$ cat src/design/lsp_pkg.sv
`default_nettype none

package lsp_pkg;

   localparam int COORD_WIDTH = 16;
   localparam int STEP_WIDTH  = 12;
   localparam int ERR_WIDTH   = 18;
   localparam int PT_WIDTH    = COORD_WIDTH + 1;
   localparam int DIFF_WIDTH  = COORD_WIDTH + 1;
   localparam int CNT_WIDTH   = STEP_WIDTH + 1;
   localparam int SPAN_WIDTH  = COORD_WIDTH + 1;
   localparam int CMP_WIDTH   = (CNT_WIDTH > SPAN_WIDTH) ? CNT_WIDTH : SPAN_WIDTH;
   // running error: carried value plus one minor span, with headroom for the compare
   localparam int ACC_WIDTH   = ((ERR_WIDTH > COORD_WIDTH + 1) ? ERR_WIDTH : COORD_WIDTH + 1) + 2;

   localparam int REQ_BITS    = 4 * COORD_WIDTH + ERR_WIDTH + STEP_WIDTH;
   localparam int REQ_TDATA_W = ((REQ_BITS + 7) / 8) * 8;
   localparam int RSP_BITS    = 2 * PT_WIDTH + ERR_WIDTH;
   localparam int RSP_TDATA_W = ((RSP_BITS + 7) / 8) * 8;

   typedef struct packed {
      logic                        move;
      logic signed [ACC_WIDTH-1:0] err;
   } step_res_type;

endpackage

`default_nettype wire

$ cat src/design/line_step_point_after_n_core.sv
// Line stepper: walks a Bresenham-style line from a start point toward an end
// point for a given number of unit steps and returns the point reached and
// the updated error accumulator.
// Request channel (req_*): one request carries start/end points, the carried
// error and the step count. It is accepted when req_tvalid and req_tready are
// both high; req_tready is high only while the sequencer is idle.
// Response channel (rsp_*): one response per request, held in an output
// register until rsp_tready takes it.
// Sequence: an accepted request runs through the diff, abs and orient states,
// then n = min(max(step_count, 1), major span + 1) steps through the shared
// error/compare unit, then the done state. A degenerate line (start equals
// end) goes from abs straight to done. The next request is taken as soon as
// the result has moved to the output register.
// Stall: while rsp_tready is low a finished result waits in the sequencer's
// done state until the output register frees up; the request side stays
// not ready meanwhile.
// Reset (synchronous, active high) returns the sequencer to idle and drops
// any pending response. The block keeps no state between requests.
`default_nettype none

module line_step_point_after_n_core (
   input  wire logic                              clock,
   input  wire logic                              reset,
   input  wire logic                              req_tvalid,
   output logic                                   req_tready,
   // start_x, start_y, end_x, end_y, error_in, step_count (lowest bits first)
   input  wire logic [lsp_pkg::REQ_TDATA_W-1:0]   req_tdata,
   output logic                                   rsp_tvalid,
   input  wire logic                              rsp_tready,
   // point_x, point_y, error_out (lowest bits first)
   output logic      [lsp_pkg::RSP_TDATA_W-1:0]   rsp_tdata
);

   localparam int CW = lsp_pkg::COORD_WIDTH;
   localparam int EW = lsp_pkg::ERR_WIDTH;
   localparam int PW = lsp_pkg::PT_WIDTH;
   localparam int AW = lsp_pkg::ACC_WIDTH;
   localparam int NW = lsp_pkg::CNT_WIDTH;
   localparam int MW = lsp_pkg::CMP_WIDTH;
   localparam int SW = lsp_pkg::STEP_WIDTH;

   localparam logic [2:0] ST_IDLE   = 3'd0;
   localparam logic [2:0] ST_DIFF   = 3'd1;
   localparam logic [2:0] ST_ABS    = 3'd2;
   localparam logic [2:0] ST_ORIENT = 3'd3;
   localparam logic [2:0] ST_STEP   = 3'd4;
   localparam logic [2:0] ST_DONE   = 3'd5;

   // request fields
   logic signed [CW-1:0] f_start_x, f_start_y, f_end_x, f_end_y;
   logic signed [EW-1:0] f_error_in;
   logic        [SW-1:0] f_step_count;

   assign f_start_x    = req_tdata[CW-1:0];
   assign f_start_y    = req_tdata[2*CW-1:CW];
   assign f_end_x      = req_tdata[3*CW-1:2*CW];
   assign f_end_y      = req_tdata[4*CW-1:3*CW];
   assign f_error_in   = req_tdata[4*CW+EW-1:4*CW];
   assign f_step_count = req_tdata[4*CW+EW+SW-1:4*CW+EW];

   logic [2:0]                       state_ff, state_in;
   logic signed [CW-1:0]             x0_ff, x0_in, y0_ff, y0_in, x1_ff, x1_in, y1_ff, y1_in;
   logic signed [lsp_pkg::DIFF_WIDTH-1:0] dx_ff, dx_in, dy_ff, dy_in;
   logic        [CW-1:0]             adx_ff, adx_in, ady_ff, ady_in;
   logic        [CW-1:0]             major_ff, major_in, minor_ff, minor_in;
   logic                             sx_neg_ff, sx_neg_in, sy_neg_ff, sy_neg_in;
   logic                             xmaj_ff, xmaj_in;
   logic signed [AW-1:0]             err_ff, err_in;
   logic        [NW-1:0]             cnt_ff, cnt_in;
   logic signed [PW-1:0]             px_ff, px_in, py_ff, py_in;
   logic                             rsp_valid_ff, rsp_valid_in;
   logic        [lsp_pkg::RSP_TDATA_W-1:0] rsp_data_ff, rsp_data_in;

   lsp_pkg::step_res_type            step_res;
   logic                             req_fire;
   logic                             out_free;
   logic                             sel_xmaj;
   logic        [CW-1:0]             sel_major;
   logic        [MW-1:0]             span_ext, cnt_ext;
   logic        [NW-1:0]             cnt_eff;
   logic signed [PW-1:0]             step_x, step_y;

   lsp_step_unit u_step (
      .err   (err_ff),
      .minor (minor_ff),
      .major (major_ff),
      .res   (step_res)
   );

   assign req_tready = (state_ff == ST_IDLE);
   assign req_fire   = req_tvalid && req_tready;
   assign out_free   = !rsp_valid_ff || rsp_tready;
   assign rsp_tvalid = rsp_valid_ff;
   assign rsp_tdata  = rsp_data_ff;

   // orientation and count clamp, used in the orient state
   assign sel_xmaj  = adx_ff > ady_ff;
   assign sel_major = sel_xmaj ? adx_ff : ady_ff;
   assign cnt_eff   = (cnt_ff == '0) ? {{(NW-1){1'b0}}, 1'b1} : cnt_ff;
   assign span_ext  = {{(MW-CW){1'b0}}, sel_major} + {{(MW-1){1'b0}}, 1'b1};
   assign cnt_ext   = {{(MW-NW){1'b0}}, cnt_eff};

   assign step_x = sx_neg_ff ? {PW{1'b1}} : {{(PW-1){1'b0}}, 1'b1};
   assign step_y = sy_neg_ff ? {PW{1'b1}} : {{(PW-1){1'b0}}, 1'b1};

   always_comb begin
      state_in     = state_ff;
      x0_in        = x0_ff;
      y0_in        = y0_ff;
      x1_in        = x1_ff;
      y1_in        = y1_ff;
      dx_in        = dx_ff;
      dy_in        = dy_ff;
      adx_in       = adx_ff;
      ady_in       = ady_ff;
      major_in     = major_ff;
      minor_in     = minor_ff;
      sx_neg_in    = sx_neg_ff;
      sy_neg_in    = sy_neg_ff;
      xmaj_in      = xmaj_ff;
      err_in       = err_ff;
      cnt_in       = cnt_ff;
      px_in        = px_ff;
      py_in        = py_ff;
      rsp_valid_in = rsp_valid_ff && !rsp_tready;
      rsp_data_in  = rsp_data_ff;

      case (state_ff)
         ST_IDLE: begin
            // latch the request
            if (req_fire) begin
               x0_in    = f_start_x;
               y0_in    = f_start_y;
               x1_in    = f_end_x;
               y1_in    = f_end_y;
               err_in   = {{(AW-EW){f_error_in[EW-1]}}, f_error_in};
               cnt_in   = {1'b0, f_step_count};
               state_in = ST_DIFF;
            end
         end
         ST_DIFF: begin
            dx_in    = {x1_ff[CW-1], x1_ff} - {x0_ff[CW-1], x0_ff};
            dy_in    = {y1_ff[CW-1], y1_ff} - {y0_ff[CW-1], y0_ff};
            px_in    = {x0_ff[CW-1], x0_ff};
            py_in    = {y0_ff[CW-1], y0_ff};
            state_in = ST_ABS;
         end
         ST_ABS: begin
            sx_neg_in = dx_ff[lsp_pkg::DIFF_WIDTH-1];
            sy_neg_in = dy_ff[lsp_pkg::DIFF_WIDTH-1];
            adx_in    = dx_ff[lsp_pkg::DIFF_WIDTH-1] ? CW'(-dx_ff) : dx_ff[CW-1:0];
            ady_in    = dy_ff[lsp_pkg::DIFF_WIDTH-1] ? CW'(-dy_ff) : dy_ff[CW-1:0];
            // degenerate line: start point and carried error go out untouched
            if ((dx_ff == '0) && (dy_ff == '0)) begin
               state_in = ST_DONE;
            end else begin
               state_in = ST_ORIENT;
            end
         end
         ST_ORIENT: begin
            xmaj_in  = sel_xmaj;
            major_in = sel_major;
            minor_in = sel_xmaj ? ady_ff : adx_ff;
            // stop one step past the end point
            cnt_in   = (cnt_ext > span_ext) ? span_ext[NW-1:0] : cnt_eff;
            state_in = ST_STEP;
         end
         ST_STEP: begin
            err_in = step_res.err;
            if (xmaj_ff) begin
               px_in = px_ff + step_x;
               if (step_res.move) begin
                  py_in = py_ff + step_y;
               end
            end else begin
               py_in = py_ff + step_y;
               if (step_res.move) begin
                  px_in = px_ff + step_x;
               end
            end
            cnt_in = cnt_ff - {{(NW-1){1'b0}}, 1'b1};
            if (cnt_ff == {{(NW-1){1'b0}}, 1'b1}) begin
               state_in = ST_DONE;
            end
         end
         ST_DONE: begin
            // hold until the output register is free
            if (out_free) begin
               rsp_valid_in = 1'b1;
               rsp_data_in  = {{(lsp_pkg::RSP_TDATA_W - lsp_pkg::RSP_BITS){1'b0}},
                               err_ff[EW-1:0], py_ff, px_ff};
               state_in     = ST_IDLE;
            end
         end
         default: begin
            state_in = ST_IDLE;
         end
      endcase
   end

   always_ff @(posedge clock) begin
      if (reset) begin
         state_ff     <= ST_IDLE;
         rsp_valid_ff <= 1'b0;
      end else begin
         state_ff     <= state_in;
         rsp_valid_ff <= rsp_valid_in;
      end
   end

   always_ff @(posedge clock) begin
      x0_ff       <= x0_in;
      y0_ff       <= y0_in;
      x1_ff       <= x1_in;
      y1_ff       <= y1_in;
      dx_ff       <= dx_in;
      dy_ff       <= dy_in;
      adx_ff      <= adx_in;
      ady_ff      <= ady_in;
      major_ff    <= major_in;
      minor_ff    <= minor_in;
      sx_neg_ff   <= sx_neg_in;
      sy_neg_ff   <= sy_neg_in;
      xmaj_ff     <= xmaj_in;
      err_ff      <= err_in;
      cnt_ff      <= cnt_in;
      px_ff       <= px_in;
      py_ff       <= py_in;
      rsp_data_ff <= rsp_data_in;
   end

   // the step loop never runs with an exhausted count
   a_step_cnt: assert property (@(posedge clock) disable iff (reset)
      (state_ff == ST_STEP) |-> (cnt_ff != '0))
      else $error("step loop entered with zero count");

   // a new response appears only out of the done state
   a_rsp_src: assert property (@(posedge clock) disable iff (reset)
      $rose(rsp_tvalid) |-> ($past(state_ff) == ST_DONE))
      else $error("response raised outside done state");

   // an accepted request always starts the difference stage
   a_req_start: assert property (@(posedge clock) disable iff (reset)
      req_fire |=> (state_ff == ST_DIFF))
      else $error("accepted request did not start sequencer");

   // leaving done always loads the output register
   a_done_load: assert property (@(posedge clock) disable iff (reset)
      ((state_ff == ST_DONE) && (state_in == ST_IDLE)) |=> rsp_tvalid)
      else $error("result dropped on leaving done state");

endmodule

`default_nettype wire

$ cat src/design/lsp_step_unit.sv
`default_nettype none

module lsp_step_unit (
   input  wire logic signed [lsp_pkg::ACC_WIDTH-1:0]   err,
   input  wire logic        [lsp_pkg::COORD_WIDTH-1:0] minor,
   input  wire logic        [lsp_pkg::COORD_WIDTH-1:0] major,
   output lsp_pkg::step_res_type                       res
);

   logic signed [lsp_pkg::ACC_WIDTH-1:0] minor_ext;
   logic signed [lsp_pkg::ACC_WIDTH-1:0] major_ext;
   logic signed [lsp_pkg::ACC_WIDTH-1:0] sum;

   assign minor_ext = {{(lsp_pkg::ACC_WIDTH - lsp_pkg::COORD_WIDTH){1'b0}}, minor};
   assign major_ext = {{(lsp_pkg::ACC_WIDTH - lsp_pkg::COORD_WIDTH){1'b0}}, major};

   // accumulate minor span, pull back by major span once it is exceeded
   always_comb begin
      sum      = err + minor_ext;
      res.move = sum > major_ext;
      res.err  = res.move ? (sum - major_ext) : sum;
   end

endmodule

`default_nettype wire

$ cat config.mk
export PLATFORM = sky130hd
export DESIGN_NAME = line_step_point_after_n_core
export DESIGN_NICKNAME = d
export VERILOG_FILES = /design/src/design/lsp_pkg.sv /design/src/design/line_step_point_after_n_core.sv /design/src/design/lsp_step_unit.sv
export SDC_FILE = /design/constraint.sdc
export NUM_CORES = 1
export LEC_CHECK = 0
export ABC_CLOCK_PERIOD_IN_PS = 6000
export BUFFER_PORTS_ARGS = -buffer_cell sky130_fd_sc_hd__buf_2
export CORE_MARGIN = 2
export CORE_UTILIZATION = 35
export CTS_CLUSTER_DIAMETER = 60
export DETAILED_ROUTE_END_ITERATION = 6
export GPL_TIMING_DRIVEN = 0
export PLACE_DENSITY_LB_ADDON = 0.3
export SLEW_MARGIN = 5
export SYNTH_ARGS = -nofsm -noshare
export SYNTH_HDL_FRONTEND = slang
export SYNTH_SLANG_ARGS = --single-unit
export TNS_END_PERCENT = 1
$ cat constraint.sdc
create_clock -name clock -period 6 [get_ports clock]
set_input_delay 0.6 -clock clock [delete_from_list [all_inputs] [get_ports clock]]
set_output_delay 0.6 -clock clock [all_outputs]
set_load 0.05 [all_outputs]
* Word-level counts from Yosys, hierarchy flattened
Cells that the tools add are included.
** Storage, ports and cells
- Input bits :: 100
- Output and inout port bits :: 58
- Register bits after elaboration :: 288
- Word-level logic and storage cells :: 90
** Operators by class
- Add/sub/neg operators :: 10
- Reductions and logical operators :: 20
- Order comparisons :: 3
- Equal/unequal tests :: 11
- Mux-type cells :: 26
** Operator list (number)
- $mux 17 :: 6
- $pmux 17 s2 :: 2
- $mux 16 :: 4
- $mux 20 :: 2
- $pmux 20 s2 :: 1
- $mux 13 :: 3
- $pmux 13 s3 :: 1
- $add 17x17->17 :: 2
- $logic_not 17->1 :: 2
- $sub 16x16->17 :: 2
- $neg 16->16 :: 2
- $add 20x17->20 :: 1
- $gt 20x17->1 :: 1
- $sub 20x17->20 :: 1
- $pmux 3 s6 :: 1
- $add 16x1->17 const B :: 1
- $gt 13x17->1 :: 1
- $gt 16x16->1 :: 1
- $eq 13x1->1 const B :: 1
- $logic_not 13->1 :: 1
- $sub 13x1->13 const B :: 1
- $mux 3 :: 4
- $reduce_and 2->1 :: 6
- $eq 3x2->1 const B :: 2
- other kinds (13) :: 21

* Longest topological paths before layout
- Word-level depth :: 6
- Gate-level depth with buffers :: 28

* Hierarchy
A second synthesis with hierarchy kept.
** Second synthesis, totals
- Cells, all modules :: 1585
- Area, all modules :: 17043.8 um2
** By module, submodules not included
- line_step_point_after_n_core :: area each 15044.4 um2, cells each 1315, instances 1
- lsp_step_unit :: area each 1999.4 um2, cells each 270, instances 1

* Worst setup path before layout
No wires, ideal clock.
- Kind :: register to register
- Start :: register adx_ff[11]
- End :: register cnt_ff[9], data pin
- Required time :: 5.820 ns
- Stages on the path, launching flop included :: 24
- Data arrival time :: 5.463 ns
- Slack :: 0.356 ns
- Path buffers :: 3
- Period minus slack after synthesis :: 5.644 ns
- Path through :: edfxtp_1 > ha_1 > a21oi_1 > o21ai_1 > a221oi_1 > nor2_1 > buf_2 > nor2_8 > buf_4 > clkinv_1 > o21ai_0 > ha_1 > nand4_1 > or4_4 > a222oi_1 > xor2_1 > ha_1 > and4_1 > nand4_1 > o221ai_1 > or3b_1 > buf_2 > or4_1 > o311ai_1
** On the way
- Cells in the longest elaborated chain, start to end :: 6
** RTL lines
- from (decl) :: line line_step_point_after_n_core.sv:64 : logic [CW-1:0] adx_ff, adx_in, ady_ff, ady_in;
- from (signal assigned) :: line line_step_point_after_n_core.sv:218 : adx_ff <= adx_in;
- $gt 16x16->1 * :: line line_step_point_after_n_core.sv:97 : assign sel_xmaj = adx_ff > ady_ff;
- via sel_xmaj :: line line_step_point_after_n_core.sv:77 : logic sel_xmaj;
- $mux 16 * :: line line_step_point_after_n_core.sv:98 : assign sel_major = sel_xmaj ? adx_ff : ady_ff;
- via sel_major[1] :: line line_step_point_after_n_core.sv:78 : logic [CW-1:0] sel_major;
- $add 16x1->17 * :: line line_step_point_after_n_core.sv:100 : assign span_ext = {{(MW-CW){1'b0}}, sel_major} + {{(MW-1){1'b0}}, 1'b1};
- $gt 13x17->1 :: line line_step_point_after_n_core.sv:165 : cnt_in = (cnt_ext > span_ext) ? span_ext[NW-1:0] : cnt_eff;
- $mux 13 * :: line line_step_point_after_n_core.sv:165
- $pmux 13 s3 * :: line line_step_point_after_n_core.sv:128 : case (state_ff)
- via cnt_in[9] :: line line_step_point_after_n_core.sv:69 : logic [NW-1:0] cnt_ff, cnt_in;
- to (signal assigned) :: line line_step_point_after_n_core.sv:226 : cnt_ff <= cnt_in;
- to (decl) :: line line_step_point_after_n_core.sv:69
The timed path passes the listed nets; every way through them passes the cells marked *.
A chain may end at the register's enable or synchronous reset.

* Worst setup path after layout
- Start :: register adx_ff[9]
- End :: register cnt_ff[10], data pin
The elaborated chain is that of the path after synthesis.

==> metrics.md <==
| Metric | Value |
|---|---|
| Startpoint Class | `register` |
| Cell Chain, Critical Path | `ha_4 -> nand4_1 -> nor4_4 -> buf_4 -> nor2_4 -> buf_8 -> nor2_8 -> buf_8 -> inv_8 -> o21ai_4 -> ha_4 -> nand4_1 -> or4_4 -> a222oi_1 -> xor2_1 -> ha_1 -> and4_1 -> nand4_1 -> o221ai_2 -> or3b_4 -> buf_6 -> or4_1 -> o311ai_1` |
| Max-cap violations | `0` |
| Vias | `around 13k` |
| Fin Hold WS | `227.0 ps` |
| Overall die area | `50530 um2` |
| Pint | `4312 uW` |
| Setup violators final | `0` |
| Global-route wire length before repair | `69.41 mm` |
| Dominant synthesized flop cell | `edfxtp_1` |
| Register area | `~8600 um2` |
| Min Tclk post-route | `5985 ps` |
| Vias in the first global route | `~13k` |
| Largest net degree at the start of global routing | `44` |
| IO Port Bufs | `151` |
| Clk network pwr share | `34.9%` |
| Synth warn | `0` |
| Core area | `47950 um2` |
| Ant diodes | `0` |
| Vias per inst | `5.215` |
| CTS tree | `built` |
| Die width | `224.8 um` |
| Synth Register Bits | `roughly 290` |
| Cells after DPL | `about 2.4k` |
| DIE HEIGHT | `around 220 um` |
| Max-slew violations | `0` |
| Most used cell, CP | `nand4_1` |
| Net count, final | `2072` |
| Seq/Total Area, Yosys | `50.45%` |
| Antenna violations before repair | `0` |
| Share of layout cells above drive strength 1 | `18.24%` |
| RSZ-0062 raised after global routing | `yes` |
| CTS Hold Bufs | `0` |
| Worst vdd ir | `between 150 and 200 uV` |
| Min-delay worst type | `input port to register` |
| Comb pwr share | `23.8%` |
| Slew HR | `20.90%` |
| Num CTS Buffers | `37` |
| Fillers | `roughly 4.5k` |
| Reg2Reg Setup Slack | `10 ps` |
| Grt total ovfl | `0` |
| Number of synthesized flops with an enable pin | `284` |
| Largest delay contributor family on the critical path | `simple AND/OR/NAND/NOR gates` |
| Worst setup EP type | `register` |
| Drt first pass iters | `5` |
| Multi-input logic area | `8070 um2` |
| Crit Path Max Fanout | `9` |
| Residual DRC | `0` |
| Crit path required time | `about 6400 ps` |
| Clock Tree Buf Depth | `3` |
| Seq pwr share | `between 40% and 50%` |
| Status | `finished clean` |
| WP buf/inv | `5` |
| 1st-iter DRT viols | `812` |
| Distinct cells, synth | `80` |
| LEAKAGE | `0.008181 uW` |
| Clock skew | `20.92 ps` |
| Pwr Density | `299.5 nW/um2` |
| Tightest Pin Transition | `1185 ps` |
| I/O pin cnt | `158` |
| Asr flop ratio synth | `0%` |
| Sw Ratio | `30.08%` |
| Avg Cell Area, Syn | `10.74 um2` |
| Worst skew pair latency | `about 550 ps` |
| Fmax | `167.1 MHz` |
| Routed Antenna Nets | `0` |
| GRT Resource Usage Total | `17.62%` |
| Area Growth Syn to Fin | `20.66%` |
| Worst Path Arrival | `6350 ps` |
| Synthesized instance count | `1589` |
| Period utilization | `99.75%` |
| CTS H-tree lvls | `2` |
| Initial Util | `35.59%` |
| Sw Pwr | `1855 uW` |
| RR Startpoint | `adx_ff[9]` |
| Post-layout instance count excluding filler cells | `~2.5k` |
| Worst hold endpoint | `y1_ff[5]` |
| WS Path Type | `register to register` |
| Clk sink count | `approximately 290` |
| Clock transition at path regs | `60 ps` |
| Routability congestion estimate | `~0.95` |
| Routed WL | `44.95 mm` |
| Hold path cells | `1` |
| R2r endpoint | `cnt_ff[10]` |
| Worst hold start | `req_tdata[53]` |
| HPWL Detailed | `33.59 mm` |
| Clk root buf | `clkbuf_16` |
| Crit-path slowest cell | `or4_4` |
| Post-Syn Area | `about 17000 um2` |
| Drt wl/cell | `18.13 um` |
| Final Hold Fails | `0` |
| # rows | `80` |
| Crit-path max cell delay | `560 ps` |
| FF-to-FF path depth | `23` |
## final cells by class
class	instances	area share, %
sequential	288	41.81
multi-input combinational	1128	39.20
timing repair buffer	208	6.022
clock buffer	43	4.704
tap	615	3.737
inverter	127	2.352
buffer	47	1.155
clock inverter	23	1.021
## what timing repair did
action | 4_1_cts | 5_1_grt
endpoints found under the setup margin | 30 | 30
cloned | 0 | 1
pin swaps | 8 | 24
buffers inserted | 21 | 29
gates resized for setup | 25 | 45
## placed cells by master, fill, tap and decap left out, drive strengths merged, types with 65 or more instances in the layout
cell type / Yosys / layout
nor3: 65 / 65
clkbuf: 34 / 77
ha: 129 / 129
o21ai: 129 / 129
buf: 15 / 221
nand2: 162 / 162
edfxtp: 284 / 284
inv: 126 / 132
xnor2: 85 / 85
a21oi: 65 / 65
nor2: 74 / 74
## registers in the layout, summed over array words and instances, names as in the netlist, 16 cells and up
signal and flops:
px_ff 17, rsp_tdata 52, x0_ff 16, y0_ff 16, dx_ff 17, err_ff 20
ady_ff 16, major_ff 16, y1_ff 16, adx_ff 16, minor_ff 16, py_ff 17
dy_ff 17, x1_ff 16
## synth_stat cells (5+ instances only)
cell type	instances	area, um2
a211oi_1	10	75.07
mux2i_1	27	270.3
nand4_1	14	87.58
and2_1	9	56.30
o21a_1	10	75.07
edfxtp_1	284	8528
o21ai_1	18	90.09
a31oi_1	11	68.82
nand3b_1	6	45.04
nor3_1	65	325.3
clkbuf_1	34	127.6
a21boi_0	6	45.04
o31ai_1	21	157.7
a22oi_1	10	75.07
inv_1	125	469.2
o21bai_1	7	52.55
o311ai_1	5	43.79
fa_1	6	120.1
or4_1	9	67.56
a2111oi_0	7	61.31
nor2b_1	19	118.9
nor4_1	11	68.82
a21o_1	16	120.1
or3_1	28	175.2
nand2b_1	17	106.4
a21oi_1	65	325.3
and3_1	12	75.07
o211ai_1	11	82.58
xor2_1	32	280.3
buf_4	7	52.55
nor3b_1	5	37.54
nand2_1	162	608.1
ha_1	129	1614
or2_2	5	31.28
o21ai_0	111	555.5
xnor2_1	85	744.5
nor2_1	73	274.0
nand3_1	40	200.2
## metrics by stage
stage | area (um2) | worst slack (ps) | setup TNS (ps) | power (uW) | utilization (%)
finish | 20590 | 14.90 | 0 | 6167 | 42.94
floorplan | 17070 | 356.4 | 0 | 3570 | -
global route | 20590 | -262.5 | -2742 | 6484 | 42.94
detailed placement | 18710 | -1033 | -19620 | 3937 | 39.03
global placement | 18600 | -1162 | -40090 | 3910 | 38.79
CTS | 20140 | -7.188 | -12.95 | 6152 | 42.00
## power groups by stage
stage	registers, uW	clock network, uW	logic (uW)
4_1_cts	2550	2200	1400
6_report	2550	2150	1470
5_1_grt	2560	2280	1640
2_1_floorplan	2550	0	1020
3_3_place_gp	2600	0	1310
3_5_place_dp	2590	0	1340
## per-layer routing
layer	up-vias	routed length, um	global-route usage (%)
li1	6366	-	-
met1	6176	20170	22.74
met2	315	21580	30.14
met3	70	1907	2.952
met4	0	1286	5.512
met5	-	0	0
## cells by family after synthesis
logic type               after synthesis  share of synthesized area [%]
AO/OA/AOI/OAI                        350                          13.00
adder cells (fa/ha/maj)              135                          10.16
other                                  1                        0.02198
AND/OR/NAND/NOR                      491                          14.37
buffers and inverters                176                          4.143
multiplexers                          31                          1.848
XOR/XNOR                             117                          6.006
flip-flops                           288                          50.45
## worst reg2reg max path: stages, from the launching register on
cell      delay (ps)
edfxtp_1         460
ha_4             310
nand4_1          210
nor4_4           390
buf_4            190
nor2_4            50
buf_8            140
nor2_8            90
buf_8            140
inv_8             50
o21ai_4          220
ha_4             190
nand4_1          120
or4_4            560
a222oi_1         410
xor2_1           180
ha_1             350
and4_1           180
nand4_1          170
o221ai_2         260
or3b_4           430
buf_6            140
or4_1            480
o311ai_1         100
## worst max-delay path by stage
stage                     cells after the start        from          to  slack, ps
final                                        23   adx_ff[9]  cnt_ff[10]         10
after CTS                                    24   ady_ff[1]   cnt_ff[6]         -7
after floorplan                              23  adx_ff[11]   cnt_ff[9]        360
after global placement                       17   err_ff[0]    py_ff[0]      -1160
after detailed placement                     25   ady_ff[9]   cnt_ff[2]      -1030
after global routing                         23  adx_ff[10]   cnt_ff[6]       -260
(Power assumes the default switching activity.)
